`config.mk`:
```
export PLATFORM = sky130hd
export DESIGN_NAME = akwt_cell
export DESIGN_NICKNAME = d
export VERILOG_FILES = /design/src/sv/akwt_pkg.sv /design/src/sv/akwt_cell.sv
export SDC_FILE = /design/constraint.sdc
export NUM_CORES = 1
export LEC_CHECK = 0
export BUFFER_PORTS_ARGS = -buffer_cell sky130_fd_sc_hd__buf_4
export CAP_MARGIN = 15
export CORE_MARGIN = 3
export CORE_UTILIZATION = 45
export CTS_CLUSTER_DIAMETER = 200
export DETAILED_ROUTE_END_ITERATION = 12
export GPL_ROUTABILITY_DRIVEN = 0
export GPL_TIMING_DRIVEN = 1
export HOLD_SLACK_MARGIN = 0.06
export PLACE_DENSITY = 0.8
export REMOVE_ABC_BUFFERS = 1
export SYNTH_ARGS = -nofsm -noshare
export SYNTH_HDL_FRONTEND = slang
export SYNTH_SLANG_ARGS = --single-unit
```
`constraint.sdc`:
```
create_clock -name clk -period 5.4 [get_ports clk]
set_input_delay 1.08 -clock clk [delete_from_list [all_inputs] [get_ports clk]]
set_output_delay 1.08 -clock clk [all_outputs]
set_load 0.02 [all_outputs]
```
`src/sv/akwt_pkg.sv`:
```
// Shared types and codes for the address keyed wait table.
// No dependencies; used by every module of the block.
package akwt_pkg;

    localparam int PID_BITS = 8;
    localparam int OP_BITS  = 3;
    localparam int ST_BITS  = 2;
    localparam int IN_BITS  = 80;
    localparam int OUT_BITS = 16;

    localparam logic [OP_BITS-1:0] OP_ADD        = 3'd0;
    localparam logic [OP_BITS-1:0] OP_REMOVE     = 3'd1;
    localparam logic [OP_BITS-1:0] OP_REMOVE_ALL = 3'd2;
    localparam logic [OP_BITS-1:0] OP_QUERY      = 3'd3;
    localparam logic [OP_BITS-1:0] OP_WAKE       = 3'd4;

    localparam logic [ST_BITS-1:0] STATUS_OK       = 2'd0;
    localparam logic [ST_BITS-1:0] STATUS_NO_MATCH = 2'd1;
    localparam logic [ST_BITS-1:0] STATUS_FULL     = 2'd2;

    localparam logic [PID_BITS-1:0] NO_PROCESS = 8'hFF;

    typedef enum logic [1:0] {
        FSM_IDLE = 2'b01,
        FSM_EXEC = 2'b10
    } fsm_t;

    // Control broadcast from the sequencer to every cell
    typedef struct packed {
        logic use_pid;
        logic use_addr;
        logic del;
        logic load;
    } cell_ctrl_t;

endpackage

```
`src/sv/akwt_cell.sv`:
```
// One entry of the wait table row: valid bit, process and address.
// Depends on akwt_pkg; instantiated by address_keyed_wait_table.
module akwt_cell #(
    parameter int ADDRESS_BITS = 64
) (
    input  logic                          clk,
    input  logic                          rst_n,
    input  akwt_pkg::cell_ctrl_t          ctrl,
    input  logic [akwt_pkg::PID_BITS-1:0] key_pid,
    input  logic [ADDRESS_BITS-1:0]       key_addr,
    input  logic                          found_in,
    output logic                          found_out,
    output logic                          first,
    input  logic                          prev_valid,
    input  logic                          nxt_valid,
    input  logic [akwt_pkg::PID_BITS-1:0] nxt_pid,
    input  logic [ADDRESS_BITS-1:0]       nxt_addr,
    output logic                          valid,
    output logic [akwt_pkg::PID_BITS-1:0] pid,
    output logic [ADDRESS_BITS-1:0]       addr
);

    logic                          valid_reg;
    logic                          valid_next;
    logic [akwt_pkg::PID_BITS-1:0] pid_reg;
    logic [akwt_pkg::PID_BITS-1:0] pid_next;
    logic [ADDRESS_BITS-1:0]       addr_reg;
    logic [ADDRESS_BITS-1:0]       addr_next;
    logic                          match;

    assign match = valid_reg
                   && (!ctrl.use_pid || (pid_reg == key_pid))
                   && (!ctrl.use_addr || (addr_reg == key_addr));
    assign found_out = found_in || match;
    assign first     = match && !found_in;

    always_comb
    begin
        valid_next = valid_reg;
        pid_next   = pid_reg;
        addr_next  = addr_reg;
        if (ctrl.del && found_out)
        begin
            // shift down from the neighbor above
            valid_next = nxt_valid;
            pid_next   = nxt_pid;
            addr_next  = nxt_addr;
        end
        else if (ctrl.load && !valid_reg && prev_valid)
        begin
            // append at the tail
            valid_next = 1'b1;
            pid_next   = key_pid;
            addr_next  = key_addr;
        end
    end

    always_ff @(posedge clk or negedge rst_n)
    begin
        if (!rst_n)
        begin
            valid_reg <= 1'b0;
        end
        else
        begin
            valid_reg <= valid_next;
        end
    end

    always_ff @(posedge clk)
    begin
        pid_reg  <= pid_next;
        addr_reg <= addr_next;
    end

    assign valid = valid_reg;
    assign pid   = pid_reg;
    assign addr  = addr_reg;

endmodule

```
==> impl_metrics.csv, run 1 <==
group,metric,value,unit
run_status,status,"completed",
clock_tree,cts_max_level,3,
grt,first_global_vias,3098,
sta,setup-tns-final,0,ns
sta,setup_viol_count_final,0,
drt,wl_per_cell,17.79,um
pwr,powerDensity,255.0,nW/um^2
sta,finalHoldViolations,0,
place,post_dp_cell_area,6018,sq um
worst_setup_path,critPathLaunchType,"input pin",
worst_setup_path,crit_path_max_fanout,3,
synthesis,ys_ff_latch,73,
run,maxCapViolCount,0,
floorplan,initial_core_util,0.4723,
pwr,power,0.001587,W
final_layout,n_antenna_cell,0,
sta,fin_skew,0.008345,ns
floorplan,io_pins,228,
sta,final.min_clock_period,3.901,ns
synthesis,synth_mux_area_frac,0.2536,
pwr,p_sw_frac,0.2670,
final_layout,largest_reg_flops,64,
final_layout,finalNonFillerCells,610,
floorplan,dieArea,10570,sq um
floorplan,die_w,102.8,um
synthesis,ys_seq_area_frac,0.5184,
sta,tightest_slew,0.6033,ns
synthesis,synth.top_cells.by_count,"edfxtp_1 (72), xnor2_1 (72), mux2_4 (69)",
clock_tree,root_buffer,"clkbuf_8",
worst_hold_path,hold_path.class,"in2async",
synthesis,ys_warn_count,0,
floorplan,core,8934,sq um
pwr,p_switching,0.0004237,W
drt,route.detailed.drc,0,
clock_tree,clk_pin_slew,0.07,ns
pwr,peakVddDrop,0.1487,mV
sta,rsz0062_at_grt,"false",
floorplan,fp.dieH,102.8,um
synthesis,synth_xor_xnor_area_share,0.1495,
synthesis,synth_top_family_by_area,"multiplexers",
final_layout,final_area,6225,sq um
synthesis,synthArstFlopShare,0.01370,
drt,via_count,3035,
sta,max_freq,256.4,MHz
synthesis,synth_edf_count,72,
worst_setup_path,crit_arrival,2.82,ns
final_layout,drive_gt1_frac,0.6335,
clock_tree,cts_resized,0,
worst_setup_path,required,4.32,ns
sta,worst_slack,1.500,ns
final_layout,fillers,651,
synthesis,synthTopCellsByArea,"edfxtp_1 (51%), mux2_4 (25%), xnor2_1 (15%)",
place,post-place-ws,1.268,ns
grt,track_usage,0.1965,
drt,firstDrtPassIters,4,
place,numPortBuffers,227,
drt,vias_per_cell,4.975,
sta,drv_slew,0,
synthesis,synthAdderAreaFrac,0,
worst_setup_path,end_kind,"primary output",
final_layout,fin_nets,650,
place,dp_cells,593,
grt,antenna_found_initial,0,
sta,post-route-period-util,0.7223,
clock_tree,cts_max_path_buffers,2,
final_layout,area_growth,47.54,%
drt,ant_nets,0,
synthesis,synthSimpleGateAreaFrac,0.04033,
drt,drt_iter0_drc,82,
synthesis,syn_area,4219,sq um
pwr,p_leak,2.636,nW
clock_tree,postCtsHoldBufs,0,
clock_tree,cts_made_buffers,9,
grt,grt_max_degree,73,
pwr,sequentialPowerShare,0.461,
clock_tree,clock-sinks,73,
sta,slew_headroom,0.5968,
synthesis,syn_inst,263,
worst_setup_path,timing.setup.critical_path_class,"in2out",
clock_tree,clock_latency,0.33,ns
grt,grt_pass1_wl,15480,um
clock_tree,cts_tree,"built",
floorplan,rows,34,
pwr,power_frac_clock,0.252,
pwr,power_frac_comb,0.286,
place,post-dp-hpwl,8721,um
synthesis,avgSynthCellArea,16.04,sq um
synthesis,yosysUniqueCellTypes,18,
synthesis,synth_compound_area_frac,0.01690,
pwr,p_int,0.001163,W
grt,overflow,0,
synthesis,synth_top_area_share,0.5125,
clock_tree,post_cts_buffers,0,
synthesis,netlist.top_cell.by_area,"edfxtp_1",
drt,wl,10850,um
synthesis,ys_dominant_reg_cell,"edfxtp_1",
## routing by layer
metal | vias up | wire (um) | track usage | part of all wire
li1 | 1459 | - | - | -
met1 | 1416 | 4234 | 0.2301 | 0.39
met2 | 144 | 5559 | 0.3481 | 0.51
met3 | 16 | 870 | 0.05210 | 0.080
met4 | 0 | 187 | 0.06873 | 0.017
met5 | - | 0 | 0 | 0
## cell type report
type                            instances  area (sq um)  share of cell area
Sequential cell                        73          2187              0.3514
Multi-Input combinational cell        180          1953              0.3138
Timing Repair Buffer                  230          1759              0.2826
Clock buffer                           12         135.1             0.02171
Tap cell                              108         135.1             0.02171
Clock inverter                          4         43.79            0.007035
Inverter                                3         11.26            0.001809
## worst max-delay path, stage by stage
cell,delay [ns]
buf_4,0.12
xnor2_1,0.14
nand4_1,0.12
nor4_1,0.51
nand4_1,0.26
a21oi_1,0.27
and2_1,0.18
buf_4,0.14
## power groups by stage
stage | clock [W] | sequential (W) | combinational [W]
2_1_floorplan | 0 | 0.000803 | 0.000197
3_3_place_gp | 0 | 0.000743 | 0.000445
6_report | 0.000400 | 0.000732 | 0.000454
4_1_cts | 0.000408 | 0.000734 | 0.000454
5_1_grt | 0.000431 | 0.000738 | 0.000485
3_5_place_dp | 0 | 0.000745 | 0.000453
## final timing paths
check                                 start  endpoint  slack [ns]  cells after the start
max in group asynchronous             rst_n     valid        4.78                      1
worst max-delay path            key_addr[2]     first        1.50                      8
worst max register to register     addr[15]    pid[1]        2.09                      8
worst min-delay path                  rst_n     valid        0.52                      1
min in group clk                      valid     valid        0.79                      3
worst min register to register        valid     valid        0.79                      3
## kinds of logic (layout without fill, tap and decap cells)
| family | Yosys count | after routing |
|---|---|---|
| AND/OR/NAND/NOR | 27 | 27 |
| multiplexers | 72 | 72 |
| buffers and inverters | 10 | 249 |
| XOR/XNOR | 72 | 72 |
| AO/OA/AOI/OAI | 9 | 9 |
| flip-flops | 73 | 73 |
## through the flow
step                hold WS [ns]  utilization
floorplan                 0.7727            -
global placement          0.7714       0.6737
detailed placement        0.7750       0.6737
CTS                       0.5058       0.6937
global route              0.5006       0.6968
finish                    0.5243       0.6968
## cell usage in the layout, fill, tap and decap left out
cell	count
buf_4	228
xnor2_1	72
edfxtp_1	72
mux2_4	69
nand4_1	19
clkbuf_8	9
a21oi_1	4
nor4_1	3
inv_1	3
mux2_2	3
clkbuf_1	3
nand2_1	2
a31oi_1	2
clkinv_2	2
nor4_2	1
o21ai_0	1
or2_2	1
a311oi_4	1
o21bai_4	1
and2_1	1
clkinv_1	1
bufinv_16	1
buf_16	1
buf_12	1
dfrtp_1	1
Power figures use the tool's default switching activity.
==> inputs of run 2 (changes only) <==
- ABC_AREA: unset -> 1
- CORE_UTILIZATION: 45 -> 42
- PLACE_DENSITY: 0.8 -> 0.77
- clock period: 5.4 -> 3.5 ns (I/O delays scaled with it)
==> impl_metrics.csv, run 2 <==
group,metric,value,unit
pwr,sequentialPowerShare,0.437,
synthesis,synthArstFlopShare,0.01370,
place,post-dp-hpwl,9859,um
worst_setup_path,required,2.80,ns
grt,grt_pass1_wl,21140,um
final_layout,fillers,1008,
drt,firstDrtPassIters,5,
grt,grt_max_degree,74,
sta,setup_viol_count_final,0,
pwr,p_switching,0.0008039,W
drt,wl_per_cell,12.86,um
drt,ant_nets,0,
synthesis,ys_warn_count,0,
drt,drt_iter0_drc,285,
synthesis,synthMostInstantiatedCell,"nand2_1",
final_layout,multi_input_comb_area,1997,sq um
floorplan,rows,37,
floorplan,die_w,111.8,um
clock_tree,cts_resized,0,
final_layout,fin_nets,1047,
floorplan,initial_core_util,0.4432,
worst_setup_path,crit_path_max_fanout,4,
sta,drv_slew,0,
run_status,status,"completed",
pwr,power_frac_comb,0.283,
synthesis,ys_dominant_reg_cell,"edfxtp_1",
final_layout,final_cell_mix,"nand2_1 (296), buf_4 (232), inv_1 (95)",
synthesis,synthTopCellsByArea,"edfxtp_1 (46%), nand2_1 (24%), nand3_1 (8.2%)",
floorplan,dieArea,12490,sq um
pwr,peakVddDrop,0.1982,mV
sta,rsz0062_at_grt,"false",
pwr,power_frac_clock,0.280,
sta,fin_skew,0.01606,ns
worst_setup_path,timing.setup.critical_path_class,"in2out",
clock_tree,cts_made_buffers,9,
drt,route.detailed.drc,0,
place,numPortBuffers,227,
sta,max_freq,373.2,MHz
drt,vias_per_cell,4.659,
synthesis,ys_seq_area_frac,0.4655,
worst_setup_path,end_kind,"primary output",
final_layout,area_growth,42.26,%
final_layout,final_area,6684,sq um
synthesis,avgSynthCellArea,6.971,sq um
clock_tree,post_cts_buffers,0,
sta,finalHoldViolations,0,
pwr,p_leak,3.716,nW
floorplan,io_pins,228,
worst_setup_path,critPathLaunchType,"input pin",
sta,slew_headroom,0.4690,
grt,antenna_found_initial,0,
clock_tree,postCtsHoldBufs,0,
final_layout,seq_area,2187,sq um
synthesis,netlist.top_cell.by_area,"edfxtp_1",
sta,tightest_slew,0.7965,ns
sta,whs,0.1223,ns
synthesis,synth_top_area_share,0.4602,
pwr,p_sw_frac,0.3073,
floorplan,fp.dieH,111.8,um
synthesis,ys_ff_latch,73,
synthesis,synth.top_cells.by_count,"nand2_1 (299), inv_1 (95), nor2_1 (87)",
clock_tree,clk_pin_slew,0.07,ns
final_layout,layout_commonest_cell,"nand2_1",
synthesis,synth_edf_count,72,
drt,wl,13320,um
synthesis,syn_area,4698,sq um
sta,final.min_clock_period,2.680,ns
clock_tree,cts_max_level,3,
sta,post-route-period-util,0.7656,
grt,overflow,0,
floorplan,core,10600,sq um
final_layout,drive_gt1_frac,0.2792,
run,maxCapViolCount,0,
clock_tree,cts_max_path_buffers,2,
synthesis,syn_inst,674,
final_layout,largest_reg_flops,64,
synthesis,yosysUniqueCellTypes,15,
place,post_dp_cell_area,6472,sq um
pwr,powerDensity,391.4,nW/um^2
clock_tree,clock-sinks,73,
worst_hold_path,hold_path.class,"in2async",
grt,track_usage,0.2072,
pwr,p_int,0.001812,W
clock_tree,root_buffer,"clkbuf_8",
worst_setup_path,r2r_cells,15,
worst_setup_path,crit_arrival,1.98,ns
clock_tree,cts_tree,"built",
clock_tree,clock_latency,0.34,ns
drt,via_count,4822,
grt,first_global_vias,4467,
final_layout,n_antenna_cell,0,
## run 2: routing by layer
layer	vias to the layer above	routed length, um	global-route usage
met2	201	6264	0.3421
li1	2506	-	-
met1	2093	5393	0.2521
met3	22	1367	0.07826
met4	0	289	0.06245
met5	-	0	0
## run 2: power by group through the flow
| stage | Sequential [W] | Combinational, W | Clock [W] |
|---|---|---|---|
| after global routing | 0.00116 | 0.000821 | 0.000783 |
| after CTS | 0.00114 | 0.000747 | 0.000746 |
| after global placement | 0.00116 | 0.000738 | 0 |
| after detailed placement | 0.00116 | 0.000746 | 0 |
| after floorplan | 0.00127 | 0.000266 | 0 |
| final | 0.00114 | 0.000740 | 0.000731 |
## run 2: logic make-up after synthesis
| logic type | after synthesis | share of synthesized area |
|---|---|---|
| DFF | 73 | 0.4655 |
| AOI/OAI and AO/OA | 3 | 0.003195 |
| xor gates and xnor gates | 14 | 0.02610 |
| and+or+nand+nor | 465 | 0.3931 |
| buffers and inverters | 119 | 0.1121 |
## run 2: layout make-up
type	count	share of cell area
Inverter	95	0.05335
Clock inverter	5	0.01198
Sequential cell	73	0.3272
Tap cell	136	0.02546
Clock buffer	11	0.01966
Multi-Input combinational cell	482	0.2988
Timing Repair Buffer	233	0.2636
## run 2: worst max-delay path, stage by stage
cell and delay [ns]:
buf_4 0.12, nand2_1 0.06, nand2_1 0.05, nor2_1 0.10, nand2_1 0.06, nor2_1 0.18
nand2_1 0.10, nor2_1 0.15, nand2_1 0.07, nand2_1 0.05, nand2_1 0.07, nand2_2 0.10
buf_4 0.16
## run 2: path summary, 6_finish.rpt
kind	start	to	slack, ns
max	key_addr[55]	found_out	0.82
min	rst_n	valid	0.12
max reg2reg	addr[56]	addr[59]	1.11
min reg2reg	valid	valid	0.59
max in group asynchronous	rst_n	valid	3.30
min in group clk	valid	valid	0.59
## run 2: metrics by stage
stage	setup TNS (ns)	std cells	utilization	setup slack [ns]	power [W]
after CTS	0	1035	0.6305	0.7956	0.002638
after global routing	0	1035	0.6305	0.6080	0.002762
after global placement	0	1019	0.6105	0.7452	0.001898
final	0	1035	0.6305	0.8203	0.002616
after floorplan	-302.62	650	-	-3.046	0.001533
after detailed placement	0	1019	0.6105	0.7282	0.001909
==> inputs of run 3 (changes only) <==
- clock period: 3.5 -> 2.2 ns (I/O delays scaled with it)
==> impl_metrics.csv, run 3 (synthesized netlist as in run 2, its figures left out) <==
group,metric,value,unit
worst_setup_path,timing.setup.critical_path_class,"reg2out",
run_status,violations,"setup timing",
clock_tree,clock-sinks,73,
grt,first_global_vias,4656,
grt,track_usage,0.2176,
final_layout,final_area,8038,sq um
run,maxCapViolCount,0,
final_layout,n_antenna_cell,0,
worst_setup_path,crit_arrival,1.97,ns
clock_tree,cts_max_path_buffers,2,
floorplan,io_pins,228,
sta,max_freq,414.2,MHz
drt,wl_per_cell,15.18,um
final_layout,largest_reg_flops,64,
drt,route.detailed.drc,0,
clock_tree,clock_latency,0.35,ns
final_layout,area_growth,71.08,%
worst_setup_path,critPathLaunchType,"flop",
floorplan,rows,37,
sta,final.min_clock_period,2.414,ns
grt,antenna_found_initial,0,
sta,fin_skew,0.01357,ns
floorplan,die_w,111.8,um
place,post_dp_cell_area,6638,sq um
sta,slew_headroom,0.7238,
clock_tree,clk_pin_slew,0.09,ns
run_status,status,"complete, but fails checks",
worst_setup_path,slowest_delay,0.38,ns
floorplan,initial_core_util,0.4432,
worst_setup_path,end_kind,"primary output",
sta,tightest_slew,0.4142,ns
pwr,power,0.004747,W
worst_setup_path,cpMostUsedCell,"nand2_1",
worst_hold_path,hold_path.class,"in2reg",
clock_tree,root_buffer,"clkbuf_8",
sta,rsz0062_at_grt,"true",
floorplan,core,10600,sq um
final_layout,fin_nets,1108,
grt,grt_max_degree,51,
floorplan,fp.dieH,111.8,um
final_layout,layout_commonest_cell,"buf_4",
final_layout,fillers,808,
pwr,p_leak,4.304,nW
clock_tree,cts_made_buffers,9,
drt,ant_nets,0,
worst_setup_path,crit_path_max_fanout,3,
drt,via_count,5229,
final_layout,drive_gt1_frac,0.4260,
drt,wl,16640,um
place,numPortBuffers,227,
drt,vias_per_cell,4.771,
drt,firstDrtPassIters,4,
place,dp_cells,1036,
sta,post-route-period-util,1.097,
sta,finalHoldViolations,0,
worst_setup_path,critical_path_buf_inv_count,3,
worst_setup_path,critical-path-top-delay-family,"simple AND/OR/NAND/NOR gates",
grt,grt_pass1_wl,22020,um
worst_setup_path,crit_slowest_cell,"edfxtp_1",
clock_tree,cts_tree,"built",
floorplan,dieArea,12490,sq um
pwr,powerDensity,590.6,nW/um^2
pwr,peakVddDrop,0.3513,mV
sta,worst_slack,-0.2141,ns
final_layout,final_cell_mix,"buf_4 (255), nand2_1 (208), inv_1 (95)",
grt,overflow,0,
clock_tree,cts_max_level,3,
worst_setup_path,crit_path_cell_trace,"inv_1 > nand2_1 > nand2_1 > nor2_1 > nand2_1 > nor2_2 > nand2_2 > nor2_2 > nand2_1 > nand2_1 > nand2_2 > buf_4 > nor2_4 > buf_6",
sta,drv_slew,0,
sta,setup_viol_count_final,140,
worst_setup_path,required,1.76,ns
place,post-dp-hpwl,10610,um
final_layout,finalNonFillerCells,1096,
drt,drt_iter0_drc,284,
run 3: stage by stage:
stage	worst slack, ns	setup TNS [ns]	hold slack (ns)	utilization
floorplan	-4.181	-467.82	0.1444	-
global placement	-0.1518	-16.04	0.2192	0.6261
detailed placement	-0.1523	-16.44	0.2183	0.6261
CTS	-0.2452	-0.7456	0.3543	0.6673
global route	-0.3498	-28.61	0.3602	0.7582
finish	-0.2141	-11.07	0.3712	0.7582
run 3: final timing paths:
kind	end	cells past startpoint	from	slack, ns
setup / recovery	first	14	addr[55]	-0.21
hold / removal	addr[50]	3	key_addr[50]	0.37
setup reg to reg	addr[12]	17	addr[55]	-0.15
hold reg to reg	valid	2	valid	0.59
max in group asynchronous	valid	2	rst_n	1.71
min in group asynchronous	valid	2	rst_n	0.41
run 3: final cells by class:
| cell class | instances | area (sq um) | area share |
|---|---|---|---|
| multi-input combinational | 482 | 2430 | 0.3023 |
| timing repair buffer | 294 | 2661 | 0.3311 |
| sequential | 73 | 2187 | 0.2721 |
| clock inverter | 7 | 108.9 | 0.01354 |
| tap | 136 | 170.2 | 0.02117 |
| inverter | 95 | 356.6 | 0.04436 |
| clock buffer | 9 | 123.9 | 0.01541 |
run 3: metal layers:
| metal | global-route usage | vias up | share of wire |
|---|---|---|---|
| li1 | - | 2635 | - |
| met1 | 0.2576 | 2345 | 0.39 |
| met2 | 0.3777 | 221 | 0.50 |
| met3 | 0.05924 | 28 | 0.090 |
| met4 | 0.07948 | 0 | 0.022 |
| met5 | 0 | - | 0 |
run 3: worst min-delay path, cell delays in order:
cell	delay, ns
buf_4	0.09
nand2_2	0.04
nand2_1	0.04
run 3: repair_timing:
action / 4_1_cts / 5_1_grt
endpoints found under the setup margin: 58 / 147
pin swaps: 15 / 15
hold buffers: 1 / 0
setup buffers: 12 / 13
resized for setup: 12 / 154
gates cloned: 2 / 17
hold endpoints to repair: 1 / 0
run 3: report_power, final:
group,total (W),internal [W],switching [W],leakage [nW]
Sequential,0.00183,0.00172,0.000104,0.706
Clock,0.00127,0.000743,0.000528,0.112
Combinational,0.00165,0.000820,0.000832,3.49
